--- config.mk ---
export PLATFORM = sky130hd
export DESIGN_NAME = box_box_contact_top
export DESIGN_NICKNAME = d
export VERILOG_FILES = /design/src/hw/rtl/bbc_pkg.sv /design/src/hw/rtl/bbc_axis.sv /design/src/hw/rtl/bbc_resolve.sv /design/src/hw/rtl/box_box_contact_top.sv
export SDC_FILE = /design/constraint.sdc
export NUM_CORES = 2
export LEC_CHECK = 0
export BUFFER_PORTS_ARGS = -buffer_cell sky130_fd_sc_hd__buf_4
export CAP_MARGIN = 5
export CELL_PAD_IN_SITES_DETAIL_PLACEMENT = 1
export CELL_PAD_IN_SITES_GLOBAL_PLACEMENT = 1
export CORE_AREA = 2 2 427 429
export CTS_CLUSTER_DIAMETER = 50
export CTS_CLUSTER_SIZE = 8
export DETAILED_ROUTE_END_ITERATION = 12
export DIE_AREA = 0 0 429 431
export GPL_TIMING_DRIVEN = 1
export PLACE_DENSITY_LB_ADDON = 0.1
export SETUP_SLACK_MARGIN = 0.2
export SYNTH_ARGS = -nofsm -noshare
export SYNTH_HDL_FRONTEND = slang
export SYNTH_SLANG_ARGS = --single-unit
--- constraint.sdc ---
create_clock -name clk_i -period 21.4 [get_ports clk_i]
set_clock_uncertainty 0.15 [all_clocks]
set_input_delay 0 -clock clk_i [delete_from_list [all_inputs] [get_ports clk_i]]
set_output_delay 0 -clock clk_i [all_outputs]
set_load 0.03 [all_outputs]
--- src/hw/rtl/bbc_pkg.sv ---
// shared types and constants of the box pair contact test
package bbc_pkg;

  localparam int unsigned NumAxes = 3;
  localparam int unsigned CoordW  = 32;
  localparam int unsigned SizeW   = 31;
  localparam int unsigned BoundW  = CoordW + 2;
  localparam int unsigned OvW     = SizeW + 1;
  localparam int unsigned DepthW  = 2 * OvW - 2;

  typedef enum logic [1:0] {
    AxisX = 2'd0,
    AxisY = 2'd1,
    AxisZ = 2'd2
  } axis_e;

  typedef struct packed {
    logic signed [CoordW-1:0] a_center_x;
    logic signed [CoordW-1:0] a_center_y;
    logic signed [CoordW-1:0] a_center_z;
    logic        [SizeW-1:0]  a_size_x;
    logic        [SizeW-1:0]  a_size_y;
    logic        [SizeW-1:0]  a_size_z;
    logic signed [CoordW-1:0] b_center_x;
    logic signed [CoordW-1:0] b_center_y;
    logic signed [CoordW-1:0] b_center_z;
    logic        [SizeW-1:0]  b_size_x;
    logic        [SizeW-1:0]  b_size_y;
    logic        [SizeW-1:0]  b_size_z;
  } box_req_t;

  typedef struct packed {
    logic                     hit;
    logic signed [CoordW-1:0] point_x;
    logic signed [CoordW-1:0] point_y;
    logic signed [CoordW-1:0] point_z;
    logic        [1:0]        normal_axis;
    logic                     normal_negative;
    logic        [DepthW-1:0] depth_squared;
  } contact_res_t;

  typedef struct packed {
    logic                     hit;
    logic                     neg;
    logic        [OvW-1:0]    ov;
    logic signed [CoordW-1:0] point;
  } lane_res_t;

endpackage

--- src/hw/rtl/bbc_axis.sv ---
// one axis lane: bounds, interval overlap and overlap centre over three stages
module bbc_axis (
  input  logic                              clk_i,
  input  logic signed [bbc_pkg::CoordW-1:0] ca_i,
  input  logic signed [bbc_pkg::CoordW-1:0] cb_i,
  input  logic        [bbc_pkg::SizeW-1:0]  sa_i,
  input  logic        [bbc_pkg::SizeW-1:0]  sb_i,
  output bbc_pkg::lane_res_t                res_o
);
  import bbc_pkg::*;

  logic signed [BoundW-1:0] ca2, cb2, sa_ext, sb_ext;
  logic signed [BoundW-1:0] amin_d, amax_d, bmin_d, bmax_d;
  logic signed [BoundW-1:0] amin_q, amax_q, bmin_q, bmax_q;
  logic                     neg1_d, neg1_q;

  logic                     hit2_d, hit2_q, neg2_q;
  logic signed [BoundW-1:0] lo_d, hi_d, lo_q, hi_q;

  logic signed [BoundW-1:0] diff;
  logic signed [BoundW:0]   sum;
  lane_res_t                res_d, res_q;

  // stage 1: bounds in one extra fraction bit
  always_comb begin
    ca2    = {ca_i[CoordW-1], ca_i, 1'b0};
    cb2    = {cb_i[CoordW-1], cb_i, 1'b0};
    sa_ext = {3'b000, sa_i};
    sb_ext = {3'b000, sb_i};
    amin_d = ca2 - sa_ext;
    amax_d = ca2 + sa_ext;
    bmin_d = cb2 - sb_ext;
    bmax_d = cb2 + sb_ext;
    neg1_d = ca_i < cb_i;
  end

  always_ff @(posedge clk_i) begin
    amin_q <= amin_d;
    amax_q <= amax_d;
    bmin_q <= bmin_d;
    bmax_q <= bmax_d;
    neg1_q <= neg1_d;
  end

  // stage 2: separation test and overlap interval
  always_comb begin
    hit2_d = !((amax_q < bmin_q) || (amin_q > bmax_q));
    lo_d   = (amin_q > bmin_q) ? amin_q : bmin_q;
    hi_d   = (amax_q < bmax_q) ? amax_q : bmax_q;
  end

  always_ff @(posedge clk_i) begin
    hit2_q <= hit2_d;
    neg2_q <= neg1_q;
    lo_q   <= lo_d;
    hi_q   <= hi_d;
  end

  // stage 3: overlap length and floored region centre
  always_comb begin
    diff      = hi_q - lo_q;
    sum       = {lo_q[BoundW-1], lo_q} + {hi_q[BoundW-1], hi_q};
    res_d.hit = hit2_q;
    res_d.neg = neg2_q;
    res_d.ov  = diff[OvW-1:0];
    res_d.point = sum[CoordW+1:2];
  end

  always_ff @(posedge clk_i) begin
    res_q <= res_d;
  end

  assign res_o = res_q;

endmodule

--- src/hw/rtl/bbc_resolve.sv ---
// least overlap axis pick, depth squaring and result register
module bbc_resolve (
  input  logic                  clk_i,
  input  logic                  rst_ni,
  input  logic                  vld_i,
  input  bbc_pkg::lane_res_t    lane_i [bbc_pkg::NumAxes],
  output logic                  vld_o,
  output bbc_pkg::contact_res_t res_o
);
  import bbc_pkg::*;

  // stage 4 signals
  logic                     v4_q;
  logic                     hit_d, hit_q;
  axis_e                    best_d, best_q;
  logic                     neg_d, neg_q;
  logic        [OvW-1:0]    ovb_d, ov_q;
  logic        [OvW-1:0]    ov01;
  logic signed [CoordW-1:0] px_q, py_q, pz_q;

  // stage 5 signals
  logic                     v5_q;
  logic        [2*OvW-1:0]  sq;
  contact_res_t             res_d, res_q;

  always_comb begin
    hit_d  = lane_i[0].hit && lane_i[1].hit && lane_i[2].hit;
    best_d = AxisX;
    ov01   = lane_i[0].ov;
    if (lane_i[1].ov < lane_i[0].ov) begin
      best_d = AxisY;
      ov01   = lane_i[1].ov;
    end
    if (lane_i[2].ov < ov01) begin
      best_d = AxisZ;
    end
    case (best_d)
      AxisX: begin
        neg_d = lane_i[0].neg;
        ovb_d = lane_i[0].ov;
      end
      AxisY: begin
        neg_d = lane_i[1].neg;
        ovb_d = lane_i[1].ov;
      end
      AxisZ: begin
        neg_d = lane_i[2].neg;
        ovb_d = lane_i[2].ov;
      end
      default: begin
        neg_d = 1'b0;
        ovb_d = '0;
      end
    endcase
  end

  always_ff @(posedge clk_i) begin
    hit_q  <= hit_d;
    best_q <= best_d;
    neg_q  <= neg_d;
    ov_q   <= ovb_d;
    px_q   <= lane_i[0].point;
    py_q   <= lane_i[1].point;
    pz_q   <= lane_i[2].point;
  end

  // stage 5: square the least overlap, clear fields on a miss
  always_comb begin
    sq = ov_q * ov_q;
    res_d = '0;
    if (hit_q) begin
      res_d.hit             = 1'b1;
      res_d.point_x         = px_q;
      res_d.point_y         = py_q;
      res_d.point_z         = pz_q;
      res_d.normal_axis     = best_q;
      res_d.normal_negative = neg_q;
      res_d.depth_squared   = sq[2*OvW-1:2];
    end
  end

  always_ff @(posedge clk_i) begin
    res_q <= res_d;
  end

  always_ff @(posedge clk_i or negedge rst_ni) begin
    if (!rst_ni) begin
      v4_q <= 1'b0;
      v5_q <= 1'b0;
    end else begin
      v4_q <= vld_i;
      v5_q <= v4_q;
    end
  end

  assign vld_o = v5_q;
  assign res_o = res_q;

  a_vld_origin: assert property (@(posedge clk_i) disable iff (!rst_ni)
    vld_o |-> $past(vld_i, 2))
    else $error("result strobe without an item two stages back");

  a_miss_clear: assert property (@(posedge clk_i) disable iff (!rst_ni)
    (vld_o && !res_o.hit) |-> (res_o.depth_squared == '0 && res_o.normal_axis == AxisX
                               && !res_o.normal_negative && res_o.point_x == '0))
    else $error("miss carries nonzero fields");

endmodule

--- src/hw/rtl/box_box_contact_top.sv ---
// top level of the axis-aligned box pair contact test
// A box pair is taken on every cycle that start is high; busy never rises, so a new
// item may follow in the very next cycle. Each item's result appears on res_o after the
// lane and resolve stages, marked by valid_o for exactly one cycle, in the order the items
// came in; results cannot be held back, so the receiver must take each one in that cycle.
// The pipeline has three lane stages (bounds, interval, overlap) and two
// resolve stages, the last of which holds the 32 x 32 bit multiplier for the depth square.
module box_box_contact_top (
  input  logic                  clk_i,
  input  logic                  rst_ni,
  input  logic                  start,
  output logic                  busy,
  input  bbc_pkg::box_req_t     req_i,
  output logic                  valid_o,
  output bbc_pkg::contact_res_t res_o
);
  import bbc_pkg::*;

  logic signed [CoordW-1:0] ca [NumAxes];
  logic signed [CoordW-1:0] cb [NumAxes];
  logic        [SizeW-1:0]  sa [NumAxes];
  logic        [SizeW-1:0]  sb [NumAxes];
  lane_res_t                lane [NumAxes];
  logic        [2:0]        v_d, v_q;

  assign busy = 1'b0;

  always_comb begin
    ca[0] = req_i.a_center_x;
    ca[1] = req_i.a_center_y;
    ca[2] = req_i.a_center_z;
    cb[0] = req_i.b_center_x;
    cb[1] = req_i.b_center_y;
    cb[2] = req_i.b_center_z;
    sa[0] = req_i.a_size_x;
    sa[1] = req_i.a_size_y;
    sa[2] = req_i.a_size_z;
    sb[0] = req_i.b_size_x;
    sb[1] = req_i.b_size_y;
    sb[2] = req_i.b_size_z;
  end

  for (genvar g = 0; g < NumAxes; g++) begin : g_lane
    bbc_axis u_axis (
      .clk_i (clk_i),
      .ca_i  (ca[g]),
      .cb_i  (cb[g]),
      .sa_i  (sa[g]),
      .sb_i  (sb[g]),
      .res_o (lane[g])
    );
  end

  // valid bits that travel with the lane stages
  assign v_d = {v_q[1:0], start && !busy};

  always_ff @(posedge clk_i or negedge rst_ni) begin
    if (!rst_ni) begin
      v_q <= '0;
    end else begin
      v_q <= v_d;
    end
  end

  bbc_resolve u_resolve (
    .clk_i  (clk_i),
    .rst_ni (rst_ni),
    .vld_i  (v_q[2]),
    .lane_i (lane),
    .vld_o  (valid_o),
    .res_o  (res_o)
  );

  a_lane_origin: assert property (@(posedge clk_i) disable iff (!rst_ni)
    v_q[2] |-> $past(start, 3))
    else $error("lane valid without a taken item");

endmodule
==> results.md <==
- Status: finished, final reports clean
- Hpwl dp: 247.1 mm
- Critical Path AT: 9600 ps
- Core Box Area: 0.1802 mm²
- CTS tree: built
- Most numerous cell on the critical path: fa_1
- DRT Pass-1 Iters: 5
- Longest Clk Path Bufs: 3
- # nets final: 14420
- Clock sink count: 1112
- Largest net degree at the start of global routing: 87
- Mapped Cells: 10350
- Wire length per cell: 25.52 µm
- Die width: 429 µm
- H-tree depth: 4
- Worst path max stage delay: 820 ps
- Post-synth top area share: 0.2327
- Initial antenna violation count: 18
- Path type of the worst setup path: reg -> reg
- Class of the worst hold path: in -> reg
- Die Area: 0.1849 mm²
- Reg area: 0.02229 mm²
- Area leader, netlist: dfxtp_1
- CP Max Fanout: 26
- Part of the Yosys area used for sequential elements: 0.2341
- Starting Density: 0.5285
- Number of buffers created by CTS: 181
- CTS clk-pin slew, worst paths: 50 ps
- Synth Register Bits: 1112
- Worst-skew pair later-pin latency: 840 ps
- Rows: 156
- RSZ-0062 raised after global routing: no
- GRT Residual Overflow: 0
- CP startpoint kind: flip-flop
- Final slew viol count: 0
- Top cells by area, synth: dfxtp_1 (23%), ha_1 (18%), fa_1 (17%), inv_1 (7.2%), xnor2_1 (4.0%)
- Max-cap violations: 0
- Worst Max-Slew Pin Slew: 1266 ps
- Setup crit end kind: flip-flop
- Final wirelength: 364.6 mm
- Multi-input gate area: 0.06477 mm²
- Via density: 5.804
- Layout area overhead: 22.98%
- CTS root buf: clkbuf_16
- Min cycle time layout: 9029 ps
- Post-Syn Area: 0.09522 mm²
- Top-count cell post-synth: inv_1
- Vias in the first global route: 94780
- Die height: 431 µm
- Avg Cell Area, Syn: 9.196 µm²
- Ports: 545
- Setup TNS: 0 ps
- Hold Buf Count CTS: 1013
- Final ANT Viol Nets: 0
- DRT iter0 DRCs: 5627
- Dpl cells: 13000
- Via count: 82890
- Worst EP required: 21970 ps
- Number of synthesized flops with an enable pin: 0
- Post-CTS resize count: 0
- Placer's final routability congestion estimate: 0.9380
- Final cell count without fillers: 14280
- Final Setup Violations: 0
- Unique masters post-synth: 97
- GRT Total Usage: 0.3891
- Fin crit share: 0.4219
- Post-synth ARST share: 0.004496
- First-pass GRT wire length: 558.9 mm
- Port bufs: 543
- Hold depth: 5
- Worst-case reg-to-reg path depth: 25
- DRC: 0
- Yosys Warn Count: 0
- Final Hold Viols: 0
- Post-Syn Nets: 12950
- Predominant post-synthesis flop cell: dfxtp_1
- Slowest-stage cell, CP: nor4_1
- Post-synth top cells: inv_1 (1837), ha_1 (1405), dfxtp_1 (1107), fa_1 (807), a21oi_1 (614)
- Filler cells: 19940
- F_max: 0.1108 GHz
- Rel. slew slack: 0.1485
- Setup bufs post-CTS: 0
- Fraction of layout cells with a size suffix above 1: 0.07964
[cell usage in the layout, fill, tap and decap left out, types with 28 or more instances in the layout]
cell type      netlist  final
inv_1             1837   1837
ha_1              1405   1405
dfxtp_1           1107   1103
dlygate4sd3_1        0   1013
fa_1               807    807
a21oi_1            614    613
buf_4                2    591
nor2_1             534    533
nand2_1            440    440
xnor2_1            437    437
and2_1             391    391
a21o_1             284    284
o21ai_0            199    199
mux2_1             190    190
clkbuf_16            0    184
o21bai_1           167    167
xor2_1             159    159
nor2b_1            145    145
nand4_1            133    133
o21ai_1            113    112
nor3_1             105    105
nand2b_1           101    101
o21a_1              79     79
mux2i_1             70     70
nand3_1             69     69
a211oi_1            51     51
a31oi_1             43     43
o31ai_1             41     40
and3_1              40     40
nor4_1              34     34
inv_2               28     28
[final timing paths]
path                                             from                          to  slack (ps)
setup reg to reg                   u_resolve.ov_q[16]         u_resolve.res_o[56]       12370
max in group asynchronous                      rst_ni                      v_q[1]       20370
min in group asynchronous                      rst_ni             u_resolve.vld_o         520
hold reg to reg            g_lane[2].u_axis.res_o[18]          u_resolve.pz_q[18]         160
setup / recovery                   u_resolve.ov_q[16]         u_resolve.res_o[56]       12370
hold / removal                             req_i[314]  g_lane[1].u_axis.amin_q[1]          80
[kinds of logic (layout without fill, tap and decap cells)]
logic type / Yosys count / count (layout) / share of synthesized area
adders and majority gates: 2212 / 2212 / 0.3543
muxes: 277 / 277 / 0.03184
AOI/OAI and AO/OA: 1875 / 1875 / 0.1272
and+or+nand+nor: 2100 / 2100 / 0.1114
other: 1 / 11 / 0.00003938
DFF: 1112 / 1112 / 0.2341
xor gates and xnor gates: 596 / 596 / 0.05482
buffers and inverters: 2181 / 3730 / 0.08636
[layer usage]
layer,GRT usage,part of all wire,routed length [µm]
met5,0,0.00016,57
met1,0.4513,0.39,142000
met4,0.2274,0.065,23860
met3,0.05998,0.055,20060
met2,0.6808,0.49,178600
[cell type report]
cell class	count	share of cell area
Clock inverter	50	0.005695
Multi-Input combinational cell	7061	0.5531
Clock buffer	207	0.04091
Inverter	1868	0.05988
Sequential cell	1112	0.1904
Antenna cell	10	0.0002137
Tap cell	2370	0.02532
Timing Repair Buffer	1605	0.1245
[state kept, by name, summed over array words and instances, names as in the netlist, 2 cells and up]
| name | cells |
|---|---|
| g_lane.u_axis.bmax_q | 99 |
| u_resolve.ov_q | 32 |
| g_lane.u_axis.res_o | 198 |
| g_lane.u_axis.hit2_q | 3 |
| g_lane.u_axis.hi_q | 102 |
| u_resolve.best_q | 2 |
| v_q | 3 |
| g_lane.u_axis.lo_q | 102 |
| u_resolve.pz_q | 32 |
| u_resolve.px_q | 32 |
| g_lane.u_axis.amax_q | 99 |
| u_resolve.py_q | 32 |
| g_lane.u_axis.bmin_q | 102 |
| g_lane.u_axis.neg1_q | 3 |
| u_resolve.res_o | 162 |
| g_lane.u_axis.neg2_q | 3 |
| g_lane.u_axis.amin_q | 102 |
[per-stage QoR]
step | util | hold slack [ps] | instance area, µm² | worst slack (ps)
2_1_floorplan | - | -445.6 | 95220 | 13580
3_3_place_gp | 0.5633 | -350.7 | 101500 | 12690
3_5_place_dp | 0.5633 | -347.5 | 101500 | 12490
4_1_cts | 0.6498 | 0.8513 | 117100 | 12440
5_1_grt | 0.6499 | 66.14 | 117100 | 11930
6_report | 0.6500 | 82.82 | 117100 | 12370
[worst max-delay path: cells and delay by family, from the launching register on]
kind / cells / cell delay (ps)
and+or+nand+nor: 5 / 1820
xor gates and xnor gates: 1 / 140
adders and majority gates: 9 / 4480
buffers and inverters: 6 / 1110
AOI/OAI and AO/OA: 4 / 900
DFF: 1 / 310
Power is left out: the tool's default activity adds up to more than one toggle a clock period on the data nets, which glitch-free logic cannot reach.
